`src/bfd_pkg.sv`:
```
// Shared types and field kind codes for the binary field decoder.
`default_nettype none

package bfd_pkg;

    // Field kinds: big-endian integers, then LEB128
    localparam logic [3:0] KIND_U8     = 4'd0;
    localparam logic [3:0] KIND_S8     = 4'd1;
    localparam logic [3:0] KIND_U16    = 4'd2;
    localparam logic [3:0] KIND_S16    = 4'd3;
    localparam logic [3:0] KIND_U32    = 4'd4;
    localparam logic [3:0] KIND_S32    = 4'd5;
    localparam logic [3:0] KIND_U64    = 4'd6;
    localparam logic [3:0] KIND_S64    = 4'd7;
    localparam logic [3:0] KIND_ULEB32 = 4'd8;
    localparam logic [3:0] KIND_ULEB64 = 4'd9;
    localparam logic [3:0] KIND_SLEB32 = 4'd10;
    localparam logic [3:0] KIND_SLEB64 = 4'd11;

    localparam logic [6:0] LEB_GROUP_BITS = 7'd7;
    localparam logic [6:0] LEB_WIDTH_32   = 7'd32;
    localparam logic [6:0] LEB_WIDTH_64   = 7'd64;
    localparam logic [3:0] BYTES_MAX      = 4'd15;

    localparam int VALUE_W = 64;

    typedef struct packed {
        logic [VALUE_W-1:0] acc;
        logic [6:0]         shift;
        logic [3:0]         bytes;
        logic               active;
        logic [3:0]         kind;
    } state_t;

    typedef struct packed {
        logic [3:0] func;
        logic [7:0] data_byte;
        logic       stream_end;
    } item_t;

    typedef struct packed {
        logic               emit;
        logic [VALUE_W-1:0] value;
        logic               error;
    } result_t;

endpackage

`default_nettype wire

```
`src/bfd_step.sv`:
```
// Per-item decode step: next field state and optional result.
`default_nettype none

module bfd_step (
    input  bfd_pkg::state_t  state,
    input  bfd_pkg::item_t   item,
    output bfd_pkg::state_t  state_next,
    output bfd_pkg::result_t result
);
    import bfd_pkg::*;

    logic [3:0]         kind;
    logic               start_ok;
    logic [3:0]         bytes_inc;
    logic [VALUE_W-1:0] be_acc;
    logic [4:0]         be_need;
    logic [VALUE_W-1:0] be_value;
    logic [6:0]         leb_width;
    logic [VALUE_W-1:0] leb_mask;
    logic [VALUE_W-1:0] leb_acc;
    logic [7:0]         shift_sum;
    logic [6:0]         shift_inc;
    logic [VALUE_W-1:0] leb_value;
    logic [VALUE_W-1:0] sign_fill;

    assign kind     = state.active ? state.kind : item.func;
    assign start_ok = state.active || (item.func <= KIND_SLEB64);
    assign bytes_inc = (state.bytes < BYTES_MAX) ? state.bytes + 4'd1 : state.bytes;

    // Big-endian path
    assign be_acc  = {state.acc[VALUE_W-9:0], item.data_byte};
    assign be_need = 5'd1 << kind[2:1];

    always_comb begin
        unique case (kind[2:1])
            2'd0: be_value = kind[0] ? {{56{be_acc[7]}},  be_acc[7:0]}  : {56'd0, be_acc[7:0]};
            2'd1: be_value = kind[0] ? {{48{be_acc[15]}}, be_acc[15:0]} : {48'd0, be_acc[15:0]};
            2'd2: be_value = kind[0] ? {{32{be_acc[31]}}, be_acc[31:0]} : {32'd0, be_acc[31:0]};
            default: be_value = be_acc;
        endcase
    end

    // LEB128 path
    assign leb_width = kind[0] ? LEB_WIDTH_64 : LEB_WIDTH_32;
    assign leb_mask  = kind[0] ? {VALUE_W{1'b1}} : {32'd0, 32'hFFFF_FFFF};
    assign leb_acc   = (state.shift < leb_width)
                     ? ((state.acc | ({57'd0, item.data_byte[6:0]} << state.shift[5:0]))
                        & leb_mask)
                     : state.acc;
    assign shift_sum = {1'b0, state.shift} + {1'b0, LEB_GROUP_BITS};
    assign shift_inc = (shift_sum > {1'b0, LEB_WIDTH_64}) ? LEB_WIDTH_64 : shift_sum[6:0];
    assign sign_fill = {VALUE_W{1'b1}} << shift_inc[5:0];

    always_comb begin
        leb_value = leb_acc;
        // signed kinds: fill above the last group, then for the 32-bit kind widen from bit 31
        if (kind >= KIND_SLEB32) begin
            if (shift_inc < leb_width && item.data_byte[6]) begin
                leb_value = (leb_value | sign_fill) & leb_mask;
            end
            if (!kind[0] && leb_value[31]) begin
                leb_value[63:32] = 32'hFFFF_FFFF;
            end
        end
    end

    always_comb begin
        state_next = state;
        result     = '0;
        if (item.stream_end) begin
            state_next.acc    = '0;
            state_next.shift  = '0;
            state_next.bytes  = '0;
            state_next.active = 1'b0;
            result.emit       = 1'b1;
            result.error      = 1'b1;
        end else if (start_ok) begin
            state_next.active = 1'b1;
            state_next.kind   = kind;
            state_next.bytes  = bytes_inc;
            if (!kind[3]) begin
                state_next.acc = be_acc;
                if ({1'b0, bytes_inc} >= be_need) begin
                    result.emit  = 1'b1;
                    result.value = be_value;
                end
            end else begin
                state_next.acc   = leb_acc;
                state_next.shift = shift_inc;
                if (!item.data_byte[7]) begin
                    result.emit  = 1'b1;
                    result.value = leb_value;
                end
            end
            // completed field: return to idle
            if (result.emit) begin
                state_next.acc    = '0;
                state_next.shift  = '0;
                state_next.bytes  = '0;
                state_next.active = 1'b0;
            end
        end
    end

endmodule

`default_nettype wire

```
`src/binary_field_decoder.sv`:
```
// Top level of the binary field decoder: input register, decode step, result register.
`default_nettype none

// Decodes a byte stream into big-endian (1, 2, 4, 8 byte, signed or unsigned) and
// LEB128 (32 or 64 bit, signed or unsigned) integer fields, one byte per item. The
// field kind is taken from s_func on a field's first byte; kinds 12 to 15 on a first
// byte are dropped without a result. A completed field gives one result with
// m_error low; an item with s_stream_end high always gives a result of value 0 with
// m_error high and abandons any field in progress. Each item passes through an
// input register and the combinational decode step into the result register, so
// the block takes one item per cycle while m_ready does not stall the output; the
// field state (accumulator, shift, byte count) is written at the same edge as the
// result register, which lets consecutive bytes of one field follow back to back.
module binary_field_decoder (
    input  wire                          aclk,
    input  wire                          aresetn,
    input  wire                          s_valid,
    output logic                         s_ready,
    input  wire  [3:0]                   s_func,
    input  wire  [7:0]                   s_data_byte,
    input  wire                          s_stream_end,
    output logic                         m_valid,
    input  wire                          m_ready,
    output logic signed [bfd_pkg::VALUE_W-1:0] m_value,
    output logic                         m_error
);
    import bfd_pkg::*;

    logic             in_valid_reg;
    item_t            item_reg;
    state_t           state_reg;
    state_t           state_next;
    result_t          result;
    logic             out_valid_reg;
    logic [VALUE_W-1:0] value_reg;
    logic             error_reg;
    logic             advance;

    bfd_step u_step (
        .state      (state_reg),
        .item       (item_reg),
        .state_next (state_next),
        .result     (result)
    );

    assign advance = in_valid_reg && (!out_valid_reg || m_ready);
    assign s_ready = !in_valid_reg || advance;

    always_ff @(posedge aclk) begin
        if (!aresetn) begin
            in_valid_reg <= 1'b0;
        end else if (s_ready) begin
            in_valid_reg <= s_valid;
        end
    end

    always_ff @(posedge aclk) begin
        if (s_valid && s_ready) begin
            item_reg.func       <= s_func;
            item_reg.data_byte  <= s_data_byte;
            item_reg.stream_end <= s_stream_end;
        end
    end

    always_ff @(posedge aclk) begin
        if (!aresetn) begin
            state_reg <= '0;
        end else if (advance) begin
            state_reg <= state_next;
        end
    end

    always_ff @(posedge aclk) begin
        if (!aresetn) begin
            out_valid_reg <= 1'b0;
        end else if (advance) begin
            out_valid_reg <= result.emit;
        end else if (m_ready) begin
            out_valid_reg <= 1'b0;
        end
    end

    always_ff @(posedge aclk) begin
        if (advance && result.emit) begin
            value_reg <= result.value;
            error_reg <= result.error;
        end
    end

    assign m_valid = out_valid_reg;
    assign m_value = value_reg;
    assign m_error = error_reg;

endmodule

`default_nettype wire
```
`config.mk`:
```
export PLATFORM = sky130hd
export DESIGN_NAME = binary_field_decoder
export DESIGN_NICKNAME = d
export VERILOG_FILES = /design/src/bfd_pkg.sv /design/src/bfd_step.sv /design/src/binary_field_decoder.sv
export SDC_FILE = /design/constraint.sdc
export NUM_CORES = 1
export LEC_CHECK = 0
export BUFFER_PORTS_ARGS = -buffer_cell sky130_fd_sc_hd__buf_4
export CAP_MARGIN = 25
export CORE_UTILIZATION = 35
export CTS_CLUSTER_SIZE = 30
export DETAILED_ROUTE_END_ITERATION = 10
export HOLD_SLACK_MARGIN = 0.02
export MAX_ROUTING_LAYER = met4
export PLACE_DENSITY_LB_ADDON = 0.15
export RECOVER_POWER = 25
export SYNTH_ARGS = -nofsm -noshare
export SYNTH_HDL_FRONTEND = slang
export SYNTH_HIERARCHICAL = 1
export SYNTH_SLANG_ARGS = --single-unit
export TNS_END_PERCENT = 1
```
`constraint.sdc`:
```
create_clock -name aclk -period 10.9 [get_ports aclk]
set_input_delay 0.545 -clock aclk [delete_from_list [all_inputs] [get_ports aclk]]
set_output_delay 0.545 -clock aclk [all_outputs]
set_load 0.05 [all_outputs]
```
==> reports/summary.md <==
- finished with violations — result of the run
- capacitance limit, slew limit — violated checks
- 0.000105 V — IR drop worst, VDD
- 10.6k — vias in the first global route
- 73100 µm — wire length of the first global-routing pass
- 0.355 — initial core utilization
- 294 ps — hold slack
- reg -> reg — start-to-end type of the worst setup path
- 0.0315 mm² — area of the core
- edfxtp_1, dfxtp_1, nand2_1, mux2i_1, o21ai_0 — Area contributors post-synth
- 4 — H-tree depth
- 3250 ps — transition time at the pin with the least slew margin
- 0.169 — share of power burned in combinational logic
- 49900 µm — overall routed net length
- 0.477 — post-route fraction of the period consumed by the critical path
- 80 — Largest register FFs
- 1399 — Post-Syn Instances
- 0.394 — portion of total power attributed to the clock network
- register — CP Launch Type
- 0.0119 mm² — placed instance area
- 0 — number of nets still failing antenna checks after routing
- 0 — final hold violations
- 0 — fraction of registers with async set or reset after synthesis
- 0.0326 mm² — Die Footprint
- 5700 ps — FF-to-FF setup slack
- 1416 — number of DRC violations after detailed-routing iteration 0
- 1 — max-cap violations
- 0 — total inserted antenna cells
- 65 — total number of placement rows
- 14.2 ps — Final Skew
- done — clock tree from TritonCTS
- 27.2 µm — final routed wire length divided by cell count
- 0 — cts repair resizes
- 0.357 — Seq/Total Area, Yosys
- 0 — initial antenna violation count
- 3.92 nW — static power due to leakage
- 1.05 mW — internal cell power
- 11270 ps — critical path required time
- 0 — remaining routing DRC violations
- 0 ps — sum of negative setup slack
- 160 — Yosys reg bits
- 77 — max-slew violation count
- 0.390 — final core occ
- -1.17 — relative max-transition margin
- 0.476 mW — Switching Power
- 0 — buffers inserted during post-CTS setup optimization
- 0.0906 — share of cells above drive strength 1
- 7.98 µm² — syn_area_per_cell
- 5560 ps — arrival time of the worst setup path
- 78 — number of enable flip-flop cells after synthesis
- 1425 — number of nets produced by synthesis
- in -> reg — type of the tightest min-delay check
- 124 mW/mm² — pwr dens
- 160 — clock sinks
- 0 — number of hold buffers added after CTS
- 0.0123 mm² — final design area excluding fillers
- 88 — maximum number of pins on one net before global-route repair
- 440 ps — clock latency on the worst-skew pair
- 5 — Pre-Repair DR Iteration Count
- 0 — GRT Residual Overflow
- 3274 — Filler cells
- nand2_1 — most common cell after layout, fill and taps aside
- clkbuf_16 — Clock Tree Root
- 70 ps — clock slew at reported path FFs
- 17 — total CTS buffers
- edfxtp_1 — library cell with the largest summed area after synthesis
- 2 — largest buffer count on any clock path
- 0.312 — Switching Share
- 11.4k — vias after detailed routing
- 0.0112 mm² — mapped cell area
- 78 — number of unique standard cell types used by synthesis
- 36000 µm — Final HPWL DP
- 181 µm — die span in x
- register — Critical Path End Type
- 9.95% — area growth from synthesis to layout
- 6.22 — vias per std cell
- 0 — number of setup violations in the final report
- 5900 ps — Placement Setup Slack
- 0.437 — Flop pwr share
- nand2_1, o21ai_0, a21oi_1 — most frequent cells in the layout
- 0.314 — global routing usage summed across all routing layers
- 0.210 — Synth top area share
- dfxtp_1 — flip-flop cell with the highest count after synthesis
- 6 — number of warnings printed during yosys synthesis
- 27 — largest fanout of any net on the critical path
- 0.994 — weighted congestion at the end of routability-driven global placement
- 84 — number of top-level design ports
- 181 µm — Die Span Y
- 83 — number of port buffers
- no — setup repair after global routing missed its margin
- 5700 ps — worst path setup slack after routing
- 0.192 GHz — highest clock frequency the design can meet
- 5200 ps — Period minus WS final
- 1449 — Net count, final
==> logic make-up after synthesis <==
group	after synthesis	share of synthesized area
fa+ha+maj	9	0.0101
flops	160	0.357
simple gates	555	0.216
compound gates	451	0.262
buf+inv	120	0.0589
xor+xnor	5	0.00392
mux	99	0.0930
==> cell usage after synthesis (all sizes together), types with 3 or more instances <==
cell / number
nand3: 23
a21o: 6
a221o: 4
mux2i: 88
nand2: 302
or2: 7
nor2b: 13
o311ai: 3
buf: 44
a32oi: 15
or3: 6
nand3b: 4
a2bb2oi: 4
a211oi: 15
o2111ai: 5
clkbuf: 60
xnor2: 5
a22oi: 8
o22ai: 10
o211ai: 10
o21a: 14
a21oi: 120
mux4: 3
nor3: 35
o32a: 3
o221ai: 26
ha: 9
a21boi: 8
o31ai: 9
a22o: 13
o21ai: 141
dfxtp: 82
and2: 19
and3: 10
mux2: 8
or4: 3
edfxtp: 78
nor2: 115
inv: 15
a221oi: 9
a31oi: 11
nand2b: 13
a211o: 4
==> power by group through the flow <==
stage | Sequential [mW] | Combinational [mW] | Clock [mW]
2_1_floorplan | 0.717 | 0.133 | 0
3_3_place_gp | 0.680 | 0.261 | 0
3_5_place_dp | 0.680 | 0.260 | 0
4_1_cts | 0.666 | 0.261 | 0.614
5_1_grt | 0.668 | 0.269 | 0.638
6_report | 0.666 | 0.258 | 0.602
==> metrics by stage <==
stage          total power [mW]  instances
2_1_floorplan             0.850       1399
3_5_place_dp              0.940       1806
5_1_grt                    1.57       1837
3_3_place_gp              0.940       1802
6_report                   1.53       1837
4_1_cts                    1.54       1837
==> critical path, stage by stage, from the launching register on <==
cell	delay (ps)
dfxtp_1	640
nor3_1	110
a21oi_1	690
inv_1	140
ha_1	320
nand2b_1	150
a2111o_1	450
and3_1	280
nor2_2	490
nand2_1	100
buf_4	250
inv_2	610
nand3_1	340
o21ai_0	270
nand2_1	70
mux2i_1	150
==> cell type report <==
cell class | count | area, µm² | share of cell area
Timing Repair Buffer | 109 | 634 | 0.0517
Sequential cell | 160 | 3980 | 0.325
Inverter | 16 | 60.1 | 0.00489
Clock inverter | 10 | 109 | 0.00887
Multi-Input combinational cell | 1119 | 6540 | 0.532
Clock buffer | 21 | 450 | 0.0367
Tap cell | 402 | 503 | 0.0410
==> worst paths after layout <==
kind	from	end	cells past startpoint
max	state_reg[4]$_SDFFE_PN0P_	state_reg[69]$_SDFFE_PN0P_	15
min	s_stream_end	item_reg[0]$_DFFE_PP_	1
max reg2reg	state_reg[4]$_SDFFE_PN0P_	state_reg[69]$_SDFFE_PN0P_	15
min reg2reg	state_reg[72]$_SDFFE_PN0P_	state_reg[72]$_SDFFE_PN0P_	2
==> per-layer routing <==
layer	track usage	part of all wire	up-vias	wire, µm
li1	-	-	5157	-
met1	0.440	0.46	5530	22700
met2	0.450	0.42	637	21000
met3	0.0501	0.084	108	4210
met4	0.114	0.038	0	1920
met5	-	0	-	0
Note: power is estimated with default switching activity, not from simulation.
